File: src/owm_pkg.sv
// Shared types and constants for the one-wire master block.
package owm_pkg;

	localparam int NUM_CFG   = 8;
	localparam int CFG_IDX_W = 4;
	localparam int CFG_W     = 16;

	localparam int FRONT_DEPTH_DEF = 2;
	localparam int OUT_DEPTH_DEF   = 2;

	// register indexes
	localparam logic [2:0] CFG_SETTLE      = 3'd0;
	localparam logic [2:0] CFG_RESET_LOW   = 3'd1;
	localparam logic [2:0] CFG_PRES_WAIT   = 3'd2;
	localparam logic [2:0] CFG_RESET_REC   = 3'd3;
	localparam logic [2:0] CFG_WRITE_LOW   = 3'd4;
	localparam logic [2:0] CFG_WRITE_DATA  = 3'd5;
	localparam logic [2:0] CFG_SLOT_GAP    = 3'd6;
	localparam logic [2:0] CFG_READ_SAMPLE = 3'd7;

	typedef logic [NUM_CFG-1:0][CFG_W-1:0] cfg_regs_t;

	localparam cfg_regs_t CFG_RESET_VAL = {16'd30, 16'd100, 16'd40, 16'd30,
		16'd1000, 16'd100, 16'd1000, 16'd44};

	// command kinds
	localparam logic [2:0] K_TICK  = 3'd0;
	localparam logic [2:0] K_RESET = 3'd1;
	localparam logic [2:0] K_WRITE = 3'd2;
	localparam logic [2:0] K_READ  = 3'd3;
	localparam logic [2:0] K_CONV  = 3'd4;
	localparam logic [2:0] K_TEMP  = 3'd5;

	typedef struct packed {
		logic [2:0] action;
		logic [7:0] data_byte;
		logic       line_in;
	} in_word_t;

	typedef struct packed {
		logic [1:0] line_mode;
		logic       busy_res;
		logic       done_res;
		logic       status;
		logic [7:0] read_data;
		logic [7:0] temp_raw_low;
		logic [7:0] temp_raw_high;
		logic [7:0] temp_whole;
	} out_word_t;

	typedef struct packed {
		logic [2:0] kind;
		logic [7:0] data_byte;
		logic       line_in;
	} op_t;

	typedef struct packed {
		logic valid;
		op_t  op;
	} front_q_t;

endpackage

File: src/owm_cfg_regs.sv
// Timing configuration registers.
module owm_cfg_regs import owm_pkg::*; (
	input  logic                 clk,
	input  logic                 arst_n,
	input  logic                 cfg_valid,
	output logic                 cfg_ready,
	input  logic [CFG_IDX_W-1:0] cfg_index,
	input  logic [CFG_W-1:0]     cfg_data,
	output cfg_regs_t            cfg
);

	localparam int IW = $clog2(NUM_CFG);

	cfg_regs_t cfg_q;

	assign cfg_ready = 1'b1;
	assign cfg = cfg_q;

	always_ff @(posedge clk or negedge arst_n) begin
		if (!arst_n) begin
			cfg_q <= CFG_RESET_VAL;
		end else if (cfg_valid && cfg_index < CFG_IDX_W'(NUM_CFG)) begin
			cfg_q[cfg_index[IW-1:0]] <= cfg_data;
		end
	end

endmodule

File: src/owm_front.sv
// Input side: classifies each word and queues it for the sequencer.
module owm_front import owm_pkg::*; #(
	parameter int DEPTH = FRONT_DEPTH_DEF
) (
	input  logic     clk,
	input  logic     arst_n,
	input  logic     push,
	output logic     full,
	input  in_word_t item,
	input  logic     take,
	output front_q_t fq
);

	localparam int PW = (DEPTH > 1) ? $clog2(DEPTH) : 1;
	localparam int CW = $clog2(DEPTH + 1);

	op_t           mem_q [DEPTH];
	logic [PW-1:0] wr_ptr_q, rd_ptr_q;
	logic [CW-1:0] cnt_q;
	logic          do_push, do_pop;
	op_t           op_in;

	always_comb begin
		op_in.data_byte = item.data_byte;
		op_in.line_in   = item.line_in;
		if (item.action >= K_RESET && item.action <= K_TEMP) begin
			op_in.kind = item.action;
		end else begin
			op_in.kind = K_TICK;
		end
	end

	assign full    = (cnt_q == CW'(DEPTH));
	assign do_push = push && !full;
	assign do_pop  = take && (cnt_q != '0);

	assign fq.valid = (cnt_q != '0);
	assign fq.op    = mem_q[rd_ptr_q];

	always_ff @(posedge clk) begin
		if (do_push) begin
			mem_q[wr_ptr_q] <= op_in;
		end
	end

	always_ff @(posedge clk or negedge arst_n) begin
		if (!arst_n) begin
			wr_ptr_q <= '0;
			rd_ptr_q <= '0;
			cnt_q    <= '0;
		end else begin
			if (do_push) begin
				wr_ptr_q <= (wr_ptr_q == PW'(DEPTH - 1)) ? '0 : wr_ptr_q + 1'b1;
			end
			if (do_pop) begin
				rd_ptr_q <= (rd_ptr_q == PW'(DEPTH - 1)) ? '0 : rd_ptr_q + 1'b1;
			end
			if (do_push && !do_pop) begin
				cnt_q <= cnt_q + 1'b1;
			end else if (do_pop && !do_push) begin
				cnt_q <= cnt_q - 1'b1;
			end
		end
	end

endmodule

File: src/owm_back.sv
// Bus sequencer: one tick per word, results queued for the consumer.
module owm_back import owm_pkg::*; #(
	parameter int DEPTH = OUT_DEPTH_DEF
) (
	input  logic      clk,
	input  logic      arst_n,
	input  front_q_t  fq,
	output logic      take,
	input  cfg_regs_t cfg,
	output logic      empty,
	input  logic      pop,
	output out_word_t result
);

	localparam int PW = (DEPTH > 1) ? $clog2(DEPTH) : 1;
	localparam int CW = $clog2(DEPTH + 1);

	localparam logic [3:0] PH_IDLE      = 4'd0;
	localparam logic [3:0] PH_IDLE_HIGH = 4'd1;
	localparam logic [3:0] PH_SETTLE    = 4'd2;
	localparam logic [3:0] PH_RST_LOW   = 4'd3;
	localparam logic [3:0] PH_RST_WAIT  = 4'd4;
	localparam logic [3:0] PH_RST_REC   = 4'd5;
	localparam logic [3:0] PH_WR_LOW    = 4'd6;
	localparam logic [3:0] PH_WR_DATA   = 4'd7;
	localparam logic [3:0] PH_WR_GAP    = 4'd8;
	localparam logic [3:0] PH_RD_LOW    = 4'd9;
	localparam logic [3:0] PH_RD_WAIT   = 4'd10;
	localparam logic [3:0] PH_RD_GAP    = 4'd11;

	localparam logic [1:0] LM_REL  = 2'd0;
	localparam logic [1:0] LM_LOW  = 2'd1;
	localparam logic [1:0] LM_HIGH = 2'd2;

	localparam logic [7:0] CMD_SKIP_ROM = 8'hcc;
	localparam logic [7:0] CMD_CONVERT  = 8'h44;
	localparam logic [7:0] CMD_READ_SP  = 8'hbe;

	function automatic logic phase_busy(input logic [3:0] ph);
		phase_busy = (ph >= PH_SETTLE) && (ph <= PH_RD_GAP);
	endfunction

	function automatic logic [1:0] phase_mode(input logic [3:0] ph, input logic bit0);
		case (ph)
			PH_IDLE_HIGH, PH_SETTLE:           phase_mode = LM_HIGH;
			PH_RST_LOW, PH_WR_LOW, PH_RD_LOW: phase_mode = LM_LOW;
			PH_WR_DATA:                        phase_mode = bit0 ? LM_REL : LM_LOW;
			default:                           phase_mode = LM_REL;
		endcase
	endfunction

	// sequencer state
	logic [3:0]  ph_q;
	logic [15:0] tc_q;
	logic [2:0]  bi_q, kind_q, step_q;
	logic [7:0]  sr_q, lo_q, hi_q;
	logic        pres_q;

	logic [3:0]  ph_d;
	logic [15:0] tc_d, len, cfg_val;
	logic [16:0] nxt;
	logic [2:0]  bi_d, kind_d, step_d, step_old;
	logic [7:0]  sr_d, lo_d, hi_d;
	logic        pres_d, adv, fin, fin_st;
	out_word_t   res;

	// result queue
	out_word_t     omem_q [DEPTH];
	logic [PW-1:0] owr_q, ord_q;
	logic [CW-1:0] ocnt_q;
	logic          do_pop;

	assign take   = fq.valid && (ocnt_q != CW'(DEPTH));
	assign do_pop = pop && !empty;
	assign empty  = (ocnt_q == '0);
	assign result = omem_q[ord_q];

	always_comb begin
		ph_d     = ph_q;
		tc_d     = tc_q;
		bi_d     = bi_q;
		kind_d   = kind_q;
		step_d   = step_q;
		sr_d     = sr_q;
		lo_d     = lo_q;
		hi_d     = hi_q;
		pres_d   = pres_q;
		adv      = 1'b0;
		fin      = 1'b0;
		fin_st   = 1'b0;
		step_old = '0;
		nxt      = '0;
		cfg_val  = '0;
		len      = '0;
		res      = '0;

		if (!phase_busy(ph_d) && fq.op.kind != K_TICK) begin
			kind_d = fq.op.kind;
			step_d = 3'd1;
			tc_d   = '0;
			case (fq.op.kind)
				K_WRITE: begin
					sr_d = fq.op.data_byte;
					bi_d = '0;
					ph_d = PH_WR_LOW;
				end
				K_READ: begin
					sr_d = '0;
					bi_d = '0;
					ph_d = PH_RD_LOW;
				end
				default: begin
					step_d = '0;
					ph_d   = PH_SETTLE;
				end
			endcase
		end
		if (!phase_busy(ph_d)) begin
			ph_d = (ph_d == PH_IDLE_HIGH) ? PH_IDLE_HIGH : PH_IDLE;
		end

		res.line_mode = phase_mode(ph_d, sr_d[0]);

		if (phase_busy(ph_d)) begin
			case (ph_d)
				PH_SETTLE:             cfg_val = cfg[CFG_SETTLE];
				PH_RST_LOW:            cfg_val = cfg[CFG_RESET_LOW];
				PH_RST_WAIT:           cfg_val = cfg[CFG_PRES_WAIT];
				PH_RST_REC:            cfg_val = cfg[CFG_RESET_REC];
				PH_WR_LOW:             cfg_val = cfg[CFG_WRITE_LOW];
				PH_WR_DATA:            cfg_val = cfg[CFG_WRITE_DATA];
				PH_WR_GAP, PH_RD_GAP:  cfg_val = cfg[CFG_SLOT_GAP];
				PH_RD_WAIT:            cfg_val = cfg[CFG_READ_SAMPLE];
				default:               cfg_val = 16'd1;
			endcase
			len = (cfg_val == '0) ? 16'd1 : cfg_val;
			nxt = {1'b0, tc_d} + 17'd1;
			if (nxt >= {1'b0, len}) begin
				tc_d = '0;
				case (ph_d)
					PH_SETTLE:  ph_d = PH_RST_LOW;
					PH_RST_LOW: ph_d = PH_RST_WAIT;
					PH_RST_WAIT: begin
						pres_d = !fq.op.line_in;
						ph_d   = PH_RST_REC;
					end
					PH_RST_REC: adv = 1'b1;
					PH_WR_LOW:  ph_d = PH_WR_DATA;
					PH_WR_DATA: ph_d = PH_WR_GAP;
					PH_WR_GAP: begin
						sr_d = {1'b0, sr_d[7:1]};
						if (bi_d == 3'd7) begin
							adv = 1'b1;
						end else begin
							bi_d = bi_d + 1'b1;
							ph_d = PH_WR_LOW;
						end
					end
					PH_RD_LOW: ph_d = PH_RD_WAIT;
					PH_RD_WAIT: begin
						sr_d = {fq.op.line_in, sr_d[7:1]};
						ph_d = PH_RD_GAP;
					end
					PH_RD_GAP: begin
						if (bi_d == 3'd7) begin
							adv = 1'b1;
						end else begin
							bi_d = bi_d + 1'b1;
							ph_d = PH_RD_LOW;
						end
					end
					default: ph_d = PH_IDLE;
				endcase

				if (adv) begin
					step_old = step_d;
					step_d   = step_d + 1'b1;
					case (kind_d)
						K_RESET: begin
							ph_d   = PH_IDLE;
							fin    = 1'b1;
							fin_st = !pres_d;
						end
						K_CONV: begin
							if (step_old == 3'd0 && !pres_d) begin
								ph_d   = PH_IDLE;
								fin    = 1'b1;
								fin_st = 1'b1;
							end else if (step_old == 3'd0 || step_old == 3'd1) begin
								sr_d = (step_old == 3'd0) ? CMD_SKIP_ROM : CMD_CONVERT;
								bi_d = '0;
								ph_d = PH_WR_LOW;
							end else begin
								ph_d = PH_IDLE_HIGH;
								fin  = 1'b1;
							end
						end
						K_TEMP: begin
							if (step_old == 3'd0 || step_old == 3'd1) begin
								sr_d = (step_old == 3'd0) ? CMD_SKIP_ROM : CMD_READ_SP;
								bi_d = '0;
								ph_d = PH_WR_LOW;
							end else if (step_old == 3'd2 || step_old == 3'd3) begin
								if (step_old == 3'd3) begin
									lo_d = sr_d;
								end
								sr_d = '0;
								bi_d = '0;
								ph_d = PH_RD_LOW;
							end else begin
								hi_d = sr_d;
								ph_d = PH_IDLE;
								fin  = 1'b1;
							end
						end
						default: begin
							ph_d = PH_IDLE;
							fin  = 1'b1;
						end
					endcase
				end
			end else begin
				tc_d = nxt[15:0];
			end
		end

		res.busy_res = phase_busy(ph_d);
		if (fin) begin
			res.done_res = 1'b1;
			if (kind_d == K_RESET || kind_d == K_CONV) begin
				res.status = fin_st;
			end
			if (kind_d == K_READ) begin
				res.read_data = sr_d;
			end
			if (kind_d == K_TEMP) begin
				res.temp_raw_low  = lo_d;
				res.temp_raw_high = hi_d;
				res.temp_whole    = {hi_d[3:0], lo_d[7:4]};
			end
		end
	end

	always_ff @(posedge clk or negedge arst_n) begin
		if (!arst_n) begin
			ph_q   <= PH_IDLE;
			tc_q   <= '0;
			bi_q   <= '0;
			kind_q <= '0;
			step_q <= '0;
			sr_q   <= '0;
			lo_q   <= '0;
			hi_q   <= '0;
			pres_q <= 1'b0;
		end else if (take) begin
			ph_q   <= ph_d;
			tc_q   <= tc_d;
			bi_q   <= bi_d;
			kind_q <= kind_d;
			step_q <= step_d;
			sr_q   <= sr_d;
			lo_q   <= lo_d;
			hi_q   <= hi_d;
			pres_q <= pres_d;
		end
	end

	always_ff @(posedge clk) begin
		if (take) begin
			omem_q[owr_q] <= res;
		end
	end

	always_ff @(posedge clk or negedge arst_n) begin
		if (!arst_n) begin
			owr_q  <= '0;
			ord_q  <= '0;
			ocnt_q <= '0;
		end else begin
			if (take) begin
				owr_q <= (owr_q == PW'(DEPTH - 1)) ? '0 : owr_q + 1'b1;
			end
			if (do_pop) begin
				ord_q <= (ord_q == PW'(DEPTH - 1)) ? '0 : ord_q + 1'b1;
			end
			if (take && !do_pop) begin
				ocnt_q <= ocnt_q + 1'b1;
			end else if (do_pop && !take) begin
				ocnt_q <= ocnt_q - 1'b1;
			end
		end
	end

endmodule

File: src/one_wire_master_temp_sensor.sv
// Top level of the one-wire bus master with temperature sequencer.
//
// Input channel: a word (action, data_byte, line_in) is taken at a clock edge
// with push high and full low. Each word is one bus timing unit; a command
// arriving while an operation runs acts as a plain tick.
// Result channel: one result word per input word, in order. The oldest word
// sits on result while empty is low and leaves on an edge with pop high.
// Configuration: cfg_valid/cfg_ready write the slot length register at
// cfg_index; cfg_ready is always high. Write only while the block is idle.
// Path: an input word is registered in the input queue, then one sequencer
// step writes its result word into the result queue, where it shows on
// result until popped.
// Throughput: one word and one sequencer tick per cycle when not stalled.
// Stall: if pop stays low the result queue fills, the sequencer holds, and
// full rises once the input queue fills too.
// Reset: both queues empty, sequencer idle, line released, registers at
// their default slot lengths.
module one_wire_master_temp_sensor import owm_pkg::*; #(
	parameter int FRONT_DEPTH = FRONT_DEPTH_DEF,
	parameter int OUT_DEPTH   = OUT_DEPTH_DEF
) (
	input  logic                 clk,
	input  logic                 arst_n,
	input  logic                 push,
	output logic                 full,
	input  in_word_t             item,
	output logic                 empty,
	input  logic                 pop,
	output out_word_t            result,
	input  logic                 cfg_valid,
	output logic                 cfg_ready,
	input  logic [CFG_IDX_W-1:0] cfg_index,
	input  logic [CFG_W-1:0]     cfg_data
);

	cfg_regs_t cfg;
	front_q_t  fq;
	logic      take;

	owm_cfg_regs u_cfg (
		.clk       (clk),
		.arst_n    (arst_n),
		.cfg_valid (cfg_valid),
		.cfg_ready (cfg_ready),
		.cfg_index (cfg_index),
		.cfg_data  (cfg_data),
		.cfg       (cfg)
	);

	owm_front #(.DEPTH(FRONT_DEPTH)) u_front (
		.clk    (clk),
		.arst_n (arst_n),
		.push   (push),
		.full   (full),
		.item   (item),
		.take   (take),
		.fq     (fq)
	);

	owm_back #(.DEPTH(OUT_DEPTH)) u_back (
		.clk    (clk),
		.arst_n (arst_n),
		.fq     (fq),
		.take   (take),
		.cfg    (cfg),
		.empty  (empty),
		.pop    (pop),
		.result (result)
	);

endmodule

File: config.mk
export PLATFORM = sky130hd
export DESIGN_NAME = one_wire_master_temp_sensor
export DESIGN_NICKNAME = d
export VERILOG_FILES = /design/src/owm_pkg.sv /design/src/owm_cfg_regs.sv /design/src/owm_front.sv /design/src/owm_back.sv /design/src/one_wire_master_temp_sensor.sv
export SDC_FILE = /design/constraint.sdc
export NUM_CORES = 1
export LEC_CHECK = 0
export BUFFER_PORTS_ARGS = -buffer_cell sky130_fd_sc_hd__buf_2
export CAP_MARGIN = 20
export CORE_UTILIZATION = 44
export CTS_CLUSTER_DIAMETER = 80
export CTS_CLUSTER_SIZE = 40
export DETAILED_ROUTE_END_ITERATION = 10
export HOLD_SLACK_MARGIN = 0.15
export PLACE_DENSITY = 0.6
export SLEW_MARGIN = 10
export SYNTH_ARGS = -nofsm -noshare
export SYNTH_HDL_FRONTEND = slang
export SYNTH_HIERARCHICAL = 1
export SYNTH_SLANG_ARGS = --single-unit
export TNS_END_PERCENT = 1
File: constraint.sdc
create_clock -name clk -period 8 [get_ports clk]
set_clock_uncertainty 0.1 [all_clocks]
set_input_delay 0.8 -clock clk [delete_from_list [all_inputs] [get_ports clk]]
set_output_delay 0.8 -clock clk [all_outputs]
set_load 0.01 [all_outputs]
==> metrics.yaml <==
status: "finished clean"
netlist_area_um2: 14000
layout_common_cells: "mux2_2, dfrtp_1, nand2_1"
finalHoldViolCount: 0
vias: 9654
seq_area_frac_synth_pct: 51.7
worstPathMaxFanout: 23
cap_violations: 0
drcViolationCount: 0
cp.arrival_ps: 7120
grt_usage_pct: 20.8
final_common_cell: "mux2_2"
finalMaxSlewViolations: 0
area.growth.synth_to_final_pct: 8.94
rsz0062_at_grt: "false"
hold_ws_ps: 332
grt_max_degree: 119
synth_cell_type_count: 86
placeableCoreArea_um2: 31500
worstSetupStartpointType: "flip-flop"
crit_path_end_kind: "flip-flop"
diodes: 0
worstSkewPairLatency_ps: 520
power.total_mw: 6.73
yosysWarnings: 6
die_h_um: 181
setup_viol: 0
routed_wl_um: 33600
tns_ps: 0
overflow: 0
p_leak_nw: 6.30
vias_per_cell: 5.84
required_ps: 8270
avgSynthCellArea_um2: 11.7
hold_class: "input port to asynchronous set/reset pin"
drive_gt1_share_pct: 30.4
cts_made_buffers: 16
grt_antenna_before_repair: 0
dr_wl_met3_um: 1530
vdd_drop_max_mv: 0.251
clk_path_buf_depth: 3
fp.dieW_um: 181
wl_met1_um: 15100
cts-resized-gates: 0
synth_edf_count: 82
crit_path_max_incr_delay_ps: 530
pin_count: 77
grt_first_pass_wirelength_um: 53900
clkTransAtPathRegs_ps: 110
die_area_um2: 32600
period_minus_slack_ps: 6850
routed-wl-met2_um: 16200
clock_sinks: 272
num_rows: 65
syn-num-nets: 1260
cts_tree: "done"
worstMarginPinSlew_ps: 1130
ctsRootBufferMaster: "clkbuf_16"
start_util_pct: 44.6
synth_ff_type: "dfrtp_1"
cp_slowest_cell: "mux2_2"
first_pass_iters: 7
power.density_nw_per_um2: 440
wl_per_cell_um: 20.3
ys_ff_latch: 272
postCtsHoldBufs: 0
drt_iter0_drc: 678
gp_congestion: 0.859
ant_nets: 0
path_class: "flip-flop to flip-flop"
topRoutingLayerUsed: "met4"
cts_setup_buffers: 0
htree_levels: 1
fin_nets: 1305
port_buffers: 75
fmax_ghz: 0.146
period_share_pct: 85.6
maxSlewHeadroom_pct: 25.0
syn_inst: 1195
first_global_vias: 9532
async_flop_share_pct: 69.9
dpl.hpwl_um: 23200
-- sequential cells by signal, indices dropped and copies added (netlist names), 4 cells and up --
name / count
u_back/tc_q: 16
u_cfg/cfg: 128
u_back/sr_q: 8
u_back/hi_q: 8
u_front/mem_q: 24
u_back/omem_q: 58
u_back/ph_q: 4
u_back/lo_q: 8
-- area by class of cell --
cell class                      instances  area, um^2
Clock inverter                         10         146
Multi-Input combinational cell        831        6320
Clock buffer                           18         429
Inverter                               20        75.1
Sequential cell                       272        7260
Timing Repair Buffer                   99         564
Fill cell                            2859       16200
Tap cell                              402         503
-- worst max-delay path, delay by kind of cell, from the launching register on --
family                   cells  cell delay (ps)
multiplexers                 1              530
adder cells (fa/ha/maj)      2              360
AND/OR/NAND/NOR             10             2040
flip-flops                   1              330
AO/OA/AOI/OAI               11             2790
buffers and inverters        3              520
-- metal layers --
| metal | vias to the layer above | GRT usage, % |
|---|---|---|
| li1 | 4515 | - |
| met1 | 4811 | 28.3 |
| met2 | 277 | 35.1 |
| met3 | 51 | 2.32 |
| met4 | 0 | 5.44 |
| met5 | - | 0 |
-- power breakdown --
group / switching, mW / internal, mW / total, mW
Combinational: 2.32 / 1.35 / 3.68
Sequential: 0.191 / 1.91 / 2.10
Clock: 0.530 / 0.428 / 0.959
-- cells by family after synthesis --
group	count (synthesis)	synth area share (%)
AND/OR/NAND/NOR	313	11.1
flip-flops	272	51.7
AO/OA/AOI/OAI	258	13.1
multiplexers	206	16.7
buffers and inverters	92	3.39
adder cells (fa/ha/maj)	28	2.50
XOR/XNOR	25	1.56
other	1	0.0267
-- final timing paths --
path / startpoint / to / slack (ps) / cells past startpoint
min in group clk: item[7] / u_front/mem_q[0][7] / 360 / 1
max in group asynchronous: arst_n / u_back/bi_q[0] / 5960 / 2
worst max register to register: u_front/rd_ptr_q / u_back/omem_q[1][24] / 1150 / 27
worst min-delay path: arst_n / u_cfg/cfg[118] / 330 / 1
worst max-delay path: u_front/rd_ptr_q / u_back/omem_q[1][24] / 1150 / 27
worst min register to register: u_back/pres_q / u_back/pres_q / 390 / 1
-- metrics by stage --
step | util [%] | area (um^2) | worst slack [ps] | cells
detailed placement | 46.7 | 14700 | 1190 | 1623
CTS | 48.6 | 15300 | 1160 | 1651
global placement | 46.7 | 14700 | 1370 | 1623
floorplan | - | 14000 | 2150 | 1195
finish | 48.6 | 15300 | 1150 | 1652
global route | 48.6 | 15300 | 601 | 1652
-- cells in the mapped netlist, types with 10 or more instances --
master | number | share of area [%]
mux2_2 | 182 | 15
dfrtp_1 | 159 | 28
nand2_1 | 104 | 2.8
edfxtp_1 | 82 | 18
a21oi_1 | 65 | 2.3
nor2_1 | 62 | 1.7
o21ai_0 | 39 | 1.4
nand3_1 | 37 | 1.3
clkbuf_1 | 31 | 0.83
dfstp_2 | 31 | 5.8
a22oi_1 | 30 | 1.6
ha_1 | 28 | 2.5
a22o_1 | 22 | 1.4
buf_2 | 19 | 0.68
inv_1 | 19 | 0.51
buf_4 | 14 | 0.75
mux2i_1 | 14 | 1.0
nor3_1 | 13 | 0.46
xnor2_1 | 13 | 0.81
and3_1 | 12 | 0.53
nand4_1 | 12 | 0.53
xor2_1 | 12 | 0.75
a21o_1 | 11 | 0.59
and2_1 | 11 | 0.49
mux2_4 | 10 | 1.1
nand2b_1 | 10 | 0.45
No activity file was read; power rests on OpenSTA's default activity.
